==> src/hw/rtl/lsbg_pkg.sv <==
// Shared types, register indexes, reset values and budget floors for the governor.
package lsbg_pkg;

    localparam int BUD_W     = 16;   // task budget width
    localparam int LAT_W     = 24;   // latency / runtime width
    localparam int CFG_IDX_W = 4;
    localparam int CFG_DAT_W = 24;
    localparam int NUM_BUD   = 5;    // 16-bit budgets; slice runtime handled apart

    localparam int RELAX_WINDOWS_DEF = 4;

    typedef enum logic [1:0] {
        LVL_NORMAL      = 2'd0,
        LVL_CONSTRAINED = 2'd1,
        LVL_EMERGENCY   = 2'd2
    } lsbg_level_t;

    // configuration register indexes
    localparam logic [CFG_IDX_W-1:0] CFG_WALK      = 4'd0;
    localparam logic [CFG_IDX_W-1:0] CFG_PARALLEL  = 4'd1;
    localparam logic [CFG_IDX_W-1:0] CFG_ASYNC     = 4'd2;
    localparam logic [CFG_IDX_W-1:0] CFG_DEFERRED  = 4'd3;
    localparam logic [CFG_IDX_W-1:0] CFG_COMPLETE  = 4'd4;
    localparam logic [CFG_IDX_W-1:0] CFG_SLICE     = 4'd5;
    localparam logic [CFG_IDX_W-1:0] CFG_TARGET    = 4'd6;
    localparam logic [CFG_IDX_W-1:0] CFG_EMERGENCY = 4'd7;

    // reset values, budgets in index order
    localparam logic [BUD_W-1:0] BUD_RST [NUM_BUD] = '{16'd256, 16'd8, 16'd64, 16'd64, 16'd128};
    localparam logic [LAT_W-1:0] SLICE_RST     = 24'd2000;
    localparam logic [LAT_W-1:0] TARGET_RST    = 24'd10000;
    localparam logic [LAT_W-1:0] EMERGENCY_RST = 24'd50000;

    // floors: constrained / emergency
    localparam logic [BUD_W-1:0] BUD_MIN_CON [NUM_BUD] = '{16'd32, 16'd2, 16'd4, 16'd4, 16'd8};
    localparam logic [BUD_W-1:0] BUD_MIN_EMR [NUM_BUD] = '{16'd16, 16'd1, 16'd2, 16'd1, 16'd4};
    localparam logic [LAT_W-1:0] SLICE_MIN_CON = 24'd500;
    localparam logic [LAT_W-1:0] SLICE_MIN_EMR = 24'd250;

endpackage

==> src/hw/rtl/load_state_budget_governor.sv <==
// Load-state budget governor top level: config registers, input and result registers.
//
// One measurement window per s_axis transfer; one result per window on m_axis.
// The control latency is the larger of the window's p99 latency and oldest-task
// age. It drives a three-level load state (normal / constrained / emergency):
// reaching the target or the emergency threshold escalates at once, while
// RELAX_WINDOWS consecutive healthy windows drop one level. Each result carries
// six effective budgets scaled for the new level, the level, the control
// latency and a level-changed flag. Timing: a window is taken into the input
// register, and its result moves into the output register once that register
// is empty or being read; throughput is one window per clock unless m_tready
// stalls it. The level update and budget scaling are one combinational pass
// between the two registers. Configuration writes (cfg_wr_en) take effect the
// next cycle and must only be issued while no window is in flight; indexes
// above 7 are dropped, as are data bits above a register's width.
module load_state_budget_governor
    import lsbg_pkg::*;
#(
    parameter int RELAX_WINDOWS = RELAX_WINDOWS_DEF
) (
    input  logic                 aclk,
    input  logic                 aresetn,

    input  logic                 cfg_wr_en,
    input  logic [CFG_IDX_W-1:0] cfg_wr_index,
    input  logic [CFG_DAT_W-1:0] cfg_wr_data,

    input  logic                 s_tvalid,
    output logic                 s_tready,
    // [23:0] tail_latency_us, [47:24] oldest_age_us
    input  logic [47:0]          s_tdata,

    output logic                 m_tvalid,
    input  logic                 m_tready,
    // [15:0] walk_budget_out, [31:16] parallel_budget_out, [47:32] async_budget_out,
    // [63:48] deferred_budget_out, [79:64] completion_budget_out,
    // [103:80] slice_runtime_out, [105:104] load_level, [129:106] control_latency_us,
    // [130] level_changed, [135:131] zero
    output logic [135:0]         m_tdata
);

    localparam int CNT_W = $clog2(RELAX_WINDOWS + 1);

    // configuration
    logic [BUD_W-1:0] bud_cfg_reg [NUM_BUD];
    logic [LAT_W-1:0] slice_cfg_reg;
    logic [LAT_W-1:0] target_cfg_reg;
    logic [LAT_W-1:0] emergency_cfg_reg;

    // governor state
    lsbg_level_t      level_reg;
    logic [CNT_W-1:0] count_reg;
    lsbg_level_t      level_next;
    logic [CNT_W-1:0] count_next;

    // input stage
    logic             in_valid_reg;
    logic [LAT_W-1:0] tail_reg;
    logic [LAT_W-1:0] age_reg;
    logic [LAT_W-1:0] ctl;

    // output stage
    logic             out_valid_reg;
    logic [BUD_W-1:0] bud_out_reg [NUM_BUD];
    logic [LAT_W-1:0] slice_out_reg;
    lsbg_level_t      level_out_reg;
    logic [LAT_W-1:0] ctl_out_reg;
    logic             changed_out_reg;

    logic [BUD_W-1:0] bud_next [NUM_BUD];
    logic [LAT_W-1:0] slice_next;

    logic advance;   // window moves from input register to output register

    assign advance  = in_valid_reg && (!out_valid_reg || m_tready);
    assign s_tready = !in_valid_reg || advance;
    assign ctl      = (tail_reg > age_reg) ? tail_reg : age_reg;

    // config writes; unknown indexes ignored
    always_ff @(posedge aclk) begin
        if (!aresetn) begin
            for (int i = 0; i < NUM_BUD; i++) begin
                bud_cfg_reg[i] <= BUD_RST[i];
            end
            slice_cfg_reg     <= SLICE_RST;
            target_cfg_reg    <= TARGET_RST;
            emergency_cfg_reg <= EMERGENCY_RST;
        end else if (cfg_wr_en) begin
            case (cfg_wr_index)
                CFG_WALK:      bud_cfg_reg[0]    <= cfg_wr_data[BUD_W-1:0];
                CFG_PARALLEL:  bud_cfg_reg[1]    <= cfg_wr_data[BUD_W-1:0];
                CFG_ASYNC:     bud_cfg_reg[2]    <= cfg_wr_data[BUD_W-1:0];
                CFG_DEFERRED:  bud_cfg_reg[3]    <= cfg_wr_data[BUD_W-1:0];
                CFG_COMPLETE:  bud_cfg_reg[4]    <= cfg_wr_data[BUD_W-1:0];
                CFG_SLICE:     slice_cfg_reg     <= cfg_wr_data[LAT_W-1:0];
                CFG_TARGET:    target_cfg_reg    <= cfg_wr_data[LAT_W-1:0];
                CFG_EMERGENCY: emergency_cfg_reg <= cfg_wr_data[LAT_W-1:0];
                default: ;
            endcase
        end
    end

    lsbg_level #(
        .RELAX_WINDOWS (RELAX_WINDOWS),
        .CNT_W         (CNT_W)
    ) u_level (
        .ctl           (ctl),
        .target_cfg    (target_cfg_reg),
        .emergency_cfg (emergency_cfg_reg),
        .level_cur     (level_reg),
        .count_cur     (count_reg),
        .level_nxt     (level_next),
        .count_nxt     (count_next)
    );

    // budgets follow the level this window ends in
    for (genvar g = 0; g < NUM_BUD; g++) begin : g_bud
        lsbg_budget #(
            .W       (BUD_W),
            .MIN_CON (BUD_MIN_CON[g]),
            .MIN_EMR (BUD_MIN_EMR[g])
        ) u_bud (
            .cfg    (bud_cfg_reg[g]),
            .level  (level_next),
            .budget (bud_next[g])
        );
    end

    lsbg_budget #(
        .W       (LAT_W),
        .MIN_CON (SLICE_MIN_CON),
        .MIN_EMR (SLICE_MIN_EMR)
    ) u_slice (
        .cfg    (slice_cfg_reg),
        .level  (level_next),
        .budget (slice_next)
    );

    // control: valids and governor state
    always_ff @(posedge aclk) begin
        if (!aresetn) begin
            in_valid_reg  <= 1'b0;
            out_valid_reg <= 1'b0;
            level_reg     <= LVL_NORMAL;
            count_reg     <= '0;
        end else begin
            if (s_tready) begin
                in_valid_reg <= s_tvalid;
            end
            if (advance) begin
                out_valid_reg <= 1'b1;
                level_reg     <= level_next;
                count_reg     <= count_next;
            end else if (m_tready) begin
                out_valid_reg <= 1'b0;
            end
        end
    end

    // payload
    always_ff @(posedge aclk) begin
        if (s_tvalid && s_tready) begin
            tail_reg <= s_tdata[23:0];
            age_reg  <= s_tdata[47:24];
        end
        if (advance) begin
            for (int i = 0; i < NUM_BUD; i++) begin
                bud_out_reg[i] <= bud_next[i];
            end
            slice_out_reg   <= slice_next;
            level_out_reg   <= level_next;
            ctl_out_reg     <= ctl;
            changed_out_reg <= (level_next != level_reg);
        end
    end

    assign m_tvalid = out_valid_reg;
    assign m_tdata  = {5'b00000, changed_out_reg, ctl_out_reg, level_out_reg, slice_out_reg,
                       bud_out_reg[4], bud_out_reg[3], bud_out_reg[2], bud_out_reg[1],
                       bud_out_reg[0]};

endmodule

==> src/hw/rtl/lsbg_level.sv <==
// Load level update: escalation on threshold crossings, relaxation after healthy windows.
module lsbg_level
    import lsbg_pkg::*;
#(
    parameter int RELAX_WINDOWS = RELAX_WINDOWS_DEF,
    parameter int CNT_W         = $clog2(RELAX_WINDOWS + 1)
) (
    input  logic [LAT_W-1:0] ctl,
    input  logic [LAT_W-1:0] target_cfg,
    input  logic [LAT_W-1:0] emergency_cfg,
    input  lsbg_level_t      level_cur,
    input  logic [CNT_W-1:0] count_cur,
    output lsbg_level_t      level_nxt,
    output logic [CNT_W-1:0] count_nxt
);

    logic [LAT_W-1:0] slo;
    logic [LAT_W:0]   slo_p1;
    logic [LAT_W:0]   emer;
    logic [LAT_W+3:0] ctl_x10;
    logic [LAT_W+3:0] slo_x7;
    logic             healthy;
    logic [CNT_W-1:0] count_inc;

    assign slo    = (target_cfg == '0) ? LAT_W'(1) : target_cfg;
    assign slo_p1 = {1'b0, slo} + (LAT_W+1)'(1);
    assign emer   = ({1'b0, emergency_cfg} > slo_p1) ? {1'b0, emergency_cfg} : slo_p1;

    // ctl <= floor(slo*7/10)  <=>  10*ctl <= 7*slo
    assign ctl_x10 = {1'b0, ctl, 3'b000} + {3'b000, ctl, 1'b0};
    assign slo_x7  = {1'b0, slo, 3'b000} - {4'b0000, slo};

    assign healthy   = (level_cur == LVL_EMERGENCY) ? (ctl <= slo) : (ctl_x10 <= slo_x7);
    assign count_inc = count_cur + CNT_W'(1);

    always_comb begin
        level_nxt = level_cur;
        count_nxt = '0;
        if ({1'b0, ctl} >= emer) begin
            level_nxt = LVL_EMERGENCY;
        end else if (ctl >= slo) begin
            if (level_cur == LVL_NORMAL) begin
                level_nxt = LVL_CONSTRAINED;
            end
        end else if (level_cur != LVL_NORMAL && healthy) begin
            if (32'(count_inc) >= RELAX_WINDOWS) begin
                level_nxt = (level_cur == LVL_EMERGENCY) ? LVL_CONSTRAINED : LVL_NORMAL;
            end else begin
                count_nxt = count_inc;
            end
        end
    end

endmodule

==> src/hw/rtl/lsbg_budget.sv <==
// One effective budget: floor at 1, scale down by level, clamp to floor and configured value.
module lsbg_budget
    import lsbg_pkg::*;
#(
    parameter int         W       = BUD_W,
    parameter logic [W-1:0] MIN_CON = '1,
    parameter logic [W-1:0] MIN_EMR = '1
) (
    input  logic [W-1:0] cfg,
    input  lsbg_level_t  level,
    output logic [W-1:0] budget
);

    logic [W-1:0] c;
    logic [W-1:0] s;
    logic [W-1:0] floor_v;
    logic [W-1:0] lifted;

    assign c = (cfg == '0) ? W'(1) : cfg;

    always_comb begin
        s       = c >> 1;
        floor_v = MIN_CON;
        if (level == LVL_EMERGENCY) begin
            s       = c >> 2;
            floor_v = MIN_EMR;
        end
        if (s == '0) begin
            s = W'(1);
        end
        lifted = (s > floor_v) ? s : floor_v;
        budget = c;
        if (level != LVL_NORMAL && lifted < c) begin
            budget = lifted;
        end
    end

endmodule

==> config.mk <==
export PLATFORM = sky130hd
export DESIGN_NAME = load_state_budget_governor
export DESIGN_NICKNAME = d
export VERILOG_FILES = /design/src/hw/rtl/lsbg_pkg.sv /design/src/hw/rtl/load_state_budget_governor.sv /design/src/hw/rtl/lsbg_level.sv /design/src/hw/rtl/lsbg_budget.sv
export SDC_FILE = /design/constraint.sdc
export NUM_CORES = 1
export LEC_CHECK = 0
export ABC_AREA = 1
export BUFFER_PORTS_ARGS = -buffer_cell sky130_fd_sc_hd__buf_2
export CORE_ASPECT_RATIO = 1.75
export CORE_MARGIN = 2
export CORE_UTILIZATION = 45
export CTS_CLUSTER_SIZE = 14
export DETAILED_ROUTE_END_ITERATION = 10
export PLACE_DENSITY = 0.63
export SETUP_SLACK_MARGIN = 0.15
export SLEW_MARGIN = 20
export SYNTH_ARGS = -nofsm -noshare
export SYNTH_HDL_FRONTEND = slang
export SYNTH_SLANG_ARGS = --single-unit
==> constraint.sdc <==
create_clock -name aclk -period 11.2 [get_ports aclk]
set_input_delay 1.68 -clock aclk [delete_from_list [all_inputs] [get_ports aclk]]
set_output_delay 1.68 -clock aclk [all_outputs]
set_load 0.005 [all_outputs]
==> flow_summary.yaml, run 1 <==
final_layout:
  final_common_cell: "nand2_1"
  drive_gt1_frac: 0.189
  multi_input_area_um2: 12100
  final_nets: 3550
  regArea_um2: 9360
  layout_common_cells: "nand2_1 (643), inv_1 (291), ha_1 (273)"
  syn_to_final_growth_pct: 20.0
  fillers: 4680
  fin_util: 0.547
worst_setup_path:
  crit_required_ns: 11.48
  cp_max_fo: 37
  crit_path_top_delay_cell: "ha_1"
  cp_common_cell: "nand2_1"
  ff2ff_setup_slack_ns: 0.89
  worstSetupEndpointType: "register"
  arrival_ns: 10.59
  critPathKind: "register to register"
  worst_setup_path_start_kind: "register"
  cp_slowest_stage_delay_ns: 0.49
placement:
  gp_congestion: 0.960
  port_buffers: 213
  place_hpwl_um: 57800
cts:
  clockBufferDepth: 3
  cts_buffers: 35
  cts_tree: "done"
  insertion_delay_ns: 0.54
  cts_sinks: 338
  cts_hold_buf: 0
  clk_pin_slew_worst_paths_ns: 0.07
  htree_levels: 2
  ctsRootBufferMaster: "clkbuf_16"
pwr:
  power.share.switching: 0.401
  pwr-share-comb: 0.537
  p_int_uw: 3660
  sequentialPowerShare: 0.270
  leakage_uw: 0.0132
  ir_drop_v: 0.000150
  p_per_area_nw_per_um2: 221
  p_clk_frac: 0.193
  netSwitchingPower_uw: 2450
floorplanning:
  boundaryPins: 219
  die_w_um: 175
  fp.dieH_um: 304
  dieArea_um2: 53200
  core_um2: 50600
  start_util: 0.456
  row_count: 109
route:
  vias_per_cell: 5.44
  drc: 0
  drt_pass1_iterations: 5
  drt_iter0_markers: 1208
  postRouteAntennaNets: 0
  dr_total_vias: 21100
  wire_per_inst_um: 18.4
  wl_um: 71600
synthesis:
  synth_top_area_cell: "edfxtp_1"
  avgSynthCellArea_um2: 8.27
  synth_edf_count: 259
  synth_top_area_share: 0.337
  syn_area_um2: 23100
  seq_area_frac_synth: 0.406
  async_flop_share: 0
  synthFlopType: "edfxtp_1"
  synth.ff_latch_count: 338
  synth.distinct_cells: 54
  synth_cells: 2788
  ys_top_cells_by_area: "edfxtp_1 (34%), ha_1 (15%), nand2_1 (11%), dfxtp_1 (6.9%), a21oi_1 (4.8%)"
  ys_warn_count: 0
global_routing:
  antenna_found_initial: 0
  grt_pass1_wl_um: 111000
  grtUsageTotal: 0.267
  grt_start_max_net_pins: 79
  overflow: 0
  grt_pass1_vias: 21700
sta:
  worstMarginPinSlew_ns: 0.977
  post-route-min-period_ns: 10.31
  slew_headroom: 0.346
  hold_viol_final: 0
  fmax_mhz: 97.0
  finalSetupViolCount: 0
  skew_ns: 0.0186
  period_share: 0.921
  whs_ns: 0.483
  slew_viol_final: 0
  grt_setup_unrepaired: "false"
run_status:
  status: "finished, final reports clean"
worst_hold_path:
  min_path_type: "register to register"
job:
  drv_cap: 0
## worst max-delay path, delay by kind of cell (launching register included)
family,cells,cell delay [ns]
buffers and inverters,11,1.87
and+or+nand+nor,31,4.71
adders and majority gates,5,1.50
xor gates and xnor gates,1,0.16
DFF,1,0.37
AOI/OAI and AO/OA,9,1.42
## power by group through the flow
stage	sequential, µW	combinational, µW	clock, µW
final	1650	3280	1180
after global routing	1660	3680	1250
after CTS	1650	3250	1200
after detailed placement	1680	3230	0
after global placement	1680	3150	0
after floorplan	1660	1980	0
## cells by family after synthesis
group | count (synthesis) | share of synthesized area
AOI/OAI and AO/OA | 497 | 0.118
xor gates and xnor gates | 69 | 0.0262
buffers and inverters | 417 | 0.0766
DFF | 338 | 0.406
other | 1 | 0.000163
adders and majority gates | 274 | 0.149
and+or+nand+nor | 1192 | 0.224
## per-layer routing
| metal | track usage | vias to the layer above | routed length, µm |
|---|---|---|---|
| met4 | 0.186 | 0 | 5300 |
| met2 | 0.530 | 612 | 39000 |
| met3 | 0.0270 | 253 | 2630 |
| met5 | 0 | - | 0 |
| li1 | - | 10400 | - |
| met1 | 0.254 | 9918 | 24700 |
## cell usage after synthesis (all sizes together) (2+ instances only)
master   number
and3          2
o211ai       15
xor2         51
nor3b         2
o21a          4
o221ai        9
and2          2
clkbuf       62
o21bai       11
a21boi        3
nor2        203
dfxtp        79
nand3       193
o31ai         2
nand3b        5
edfxtp      259
a31oi         3
xnor2        18
nand4        46
a2111oi       2
o2111ai       2
nor4         40
a211oi       12
buf          45
nand2       669
inv         307
ha          273
a21oi       224
nor3         28
a21o          5
clkinv        3
o21ai       196
a221oi        2
a41o          5
## timing repair
item | 4_1_cts | 5_1_grt
pin swaps | 0 | 6
gates resized for setup | 2 | 42
hold endpoints to repair | 0 | 0
setup buffers | 0 | 5
setup endpoints to repair | 96 | 104
## path summary, 6_finish.rpt
| kind | start | to | depth (start not counted) |
|---|---|---|---|
| worst max-delay path | target_cfg_reg[20]$_SDFFE_PN0P_ | slice_out_reg[11]$_DFFE_PP_ | 57 |
| worst min-delay path | count_reg[1]$_SDFFE_PN0P_ | count_reg[1]$_SDFFE_PN0P_ | 2 |
| worst max register to register | target_cfg_reg[20]$_SDFFE_PN0P_ | slice_out_reg[11]$_DFFE_PP_ | 57 |
| worst min register to register | count_reg[1]$_SDFFE_PN0P_ | count_reg[1]$_SDFFE_PN0P_ | 2 |
## through the flow
step	instances	total power, µW	TNS (ns)	worst slack (ns)	cell area, µm²
after floorplan	2792	3640	0	1.03	23100
after global placement	3819	4820	0	0.194	26400
after detailed placement	3819	4910	-0.0240	-0.0210	26400
after CTS	3881	6100	0	0.179	27500
after global routing	3886	6590	0	0.124	27700
final	3887	6100	0	0.886	27700
## layout make-up
cell class,count,area share
multi-input combinational,2037,0.437
tap,666,0.0301
antenna,1,0.0000904
sequential,338,0.338
inverter,310,0.0422
clock buffer,44,0.0359
clock inverter,18,0.00547
timing repair buffer,473,0.111
Power figures use the tool's default switching activity.
==> run 2, diff against run 1 <==
Settings changed: CORE_ASPECT_RATIO 1.75 to default.
==> run 2 against run 1 <==
Global-route usage decreased by 3.2 points. Cell count shrank 4.9%. Core utilization is 2.4 points lower. Clock power up 8%. Sequential power hardly changed. Register-to-register slack hardly changed. Die area shrank 0.13%. Non-clock buffer count is 213 lower. Count of clock-buffer cells in the layout increased by 9.
==> flow_summary.yaml, run 2 (same netlist as run 1, synthesis figures left out) <==
global_routing:
  overflow: 0
  use_met2: 0.413
  grt_use_met1: 0.294
  grtUsageTotal: 0.236
  grt_start_max_net_pins: 74
  grt_pass1_wl_um: 99700
  antenna_found_initial: 5
  grt_pass1_vias: 19100
  grtUsageMet3: 0.0327
  grt.busiest_layer: "met2"
job:
  drv_cap: 0
pwr:
  pwr-share-comb: 0.487
  netSwitchingPower_uw: 2390
  p_clk_frac: 0.225
  leakage_uw: 0.0122
  p_int_uw: 3310
  sequentialPowerShare: 0.288
  power.share.switching: 0.419
  ir_drop_v: 0.000120
  p_per_area_nw_per_um2: 216
sta:
  fmax_mhz: 97.0
  slew_viol_final: 0
  finalSetupViolCount: 0
  skew_ns: 0.0285
  whs_ns: 0.480
  period_share: 0.921
  worstMarginPinSlew_ns: 1.03
  hold_viol_final: 0
  slew_headroom: 0.308
  grt_setup_unrepaired: "false"
  fin_ws_ns: 0.890
  post-route-min-period_ns: 10.31
cts:
  clockBufferDepth: 3
  cts_tree: "done"
  clk_pin_slew_worst_paths_ns: 0.06
  ctsRootBufferMaster: "clkbuf_16"
  insertion_delay_ns: 0.58
  htree_levels: 2
  cts_hold_buf: 0
  cts_buffers: 40
  cts_sinks: 338
route:
  wl_um: 64600
  postRouteAntennaNets: 0
  wire_per_inst_um: 17.5
  drt_pass1_iterations: 5
  vias_per_cell: 5.42
  drt_iter0_markers: 1442
  drc: 0
  dr_total_vias: 20100
worst_setup_path:
  reg2reg_from: "target_cfg_reg[16]$_SDFFE_PN0P_"
  critPathKind: "register to register"
  crit_required_ns: 11.52
  ff2ff_setup_slack_ns: 0.89
  worstReg2RegEnd: "bud_out_reg[0][62]$_DFFE_PP_"
  path_delay_family: "simple AND/OR/NAND/NOR gates"
  worst-path-buf-inv: 6
  worst_setup_path_start_kind: "register"
  crit_path_top_delay_cell: "ha_1"
  cp_common_cell: "nand2_1"
  arrival_ns: 10.63
  cp_max_fo: 17
  worstSetupEndpointType: "register"
  reg2reg_depth: 64
  cp_slowest_stage_delay_ns: 0.44
floorplanning:
  die_w_um: 230
  fp.dieH_um: 230
  start_util: 0.458
  core_um2: 50400
  row_count: 82
  dieArea_um2: 53100
  boundaryPins: 219
final_layout:
  drive_gt1_frac: 0.136
  syn_to_final_growth_pct: 14.3
  final_nets: 3348
  final_common_cell: "nand2_1"
  layout_common_cells: "nand2_1 (646), inv_1 (289), ha_1 (272)"
  final_cells: 3698
  fillers: 4722
worst_hold_path:
  worstHoldEndpoint: "count_reg[1]$_SDFFE_PN0P_"
  min_path_type: "register to register"
  hold_depth: 2
  holdCritStartpoint: "count_reg[1]$_SDFFE_PN0P_"
placement:
  dpl_worst_slack_ns: -0.127
  port_buffers: 213
  place_hpwl_um: 48500
  gp_congestion: 0.926
  placed_cells: 3606
run_status:
  status: "finished, final reports clean"
==> run 2: cell count changes in the layout (fill, tap and decap cells not counted), sizes merged <==
cell	before	now
clkinvlp	4	2
nand2	669	675
buf	473	260
inv	309	313
clkbuf	44	53
diode	1	3
bufinv	2	1
==> run 2: worst min-delay path, cell delays in order (launching register included) <==
cell     delay, ns
dfxtp_1       0.31
nand2_1       0.06
a21oi_1       0.06
==> run 2: timing repair <==
action,in CTS,in global routing
endpoints found under the setup margin,101,104
buffers inserted,0,11
gates resized for setup,7,64
cloned,1,5
pin swaps,1,14
==> run 2: layout make-up <==
class	count	area (µm²)	area share
sequential	338	9360	0.355
timing repair buffer	260	1470	0.0557
clock buffer	53	1130	0.0430
clock inverter	19	143	0.00541
inverter	310	1170	0.0445
antenna	3	7.51	0.000285
tap	672	841	0.0319
multi-input combinational	2043	12200	0.464
==> run 2: worst max path at each step <==
stage                                    start                      endpoint  slack (ns)  cells past startpoint
2_1_floorplan           tail_reg[15]$_DFFE_PP_    slice_out_reg[4]$_DFFE_PP_        1.03                     72
6_report       target_cfg_reg[16]$_SDFFE_PN0P_  bud_out_reg[0][62]$_DFFE_PP_        0.89                     64
5_1_grt                 tail_reg[23]$_DFFE_PP_  bud_out_reg[0][61]$_DFFE_PP_        0.11                     76
3_3_place_gp            tail_reg[19]$_DFFE_PP_  bud_out_reg[0][46]$_DFFE_PP_        0.24                     69
3_5_place_dp            tail_reg[19]$_DFFE_PP_  bud_out_reg[0][45]$_DFFE_PP_       -0.13                     69
4_1_cts                 tail_reg[19]$_DFFE_PP_  bud_out_reg[0][60]$_DFFE_PP_        0.16                     71
==> run 2: layer usage <==
metal / routed length [µm] / part of all wire
met5: 18 / 0.00028
met2: 31900 / 0.49
met1: 27300 / 0.42
met4: 2120 / 0.033
met3: 3270 / 0.051
==> run 2: power groups by stage <==
stage / Clock (µW) / Sequential, µW / Combinational [µW]
floorplan: 0 / 1660 / 1980
global placement: 0 / 1670 / 2530
detailed placement: 0 / 1670 / 2600
CTS: 1310 / 1650 / 2640
global route: 1360 / 1660 / 3150
finish: 1280 / 1640 / 2770
==> run 2: through the flow <==
stage                util  power, µW  cell area, µm²  setup TNS [ns]
finish              0.523       5690           26400               0
global route        0.523       6160           26400               0
CTS                 0.516       5600           26000               0
detailed placement  0.490       4270           24700           -2.64
global placement    0.490       4200           24700               0
floorplan               -       3640           23100               0
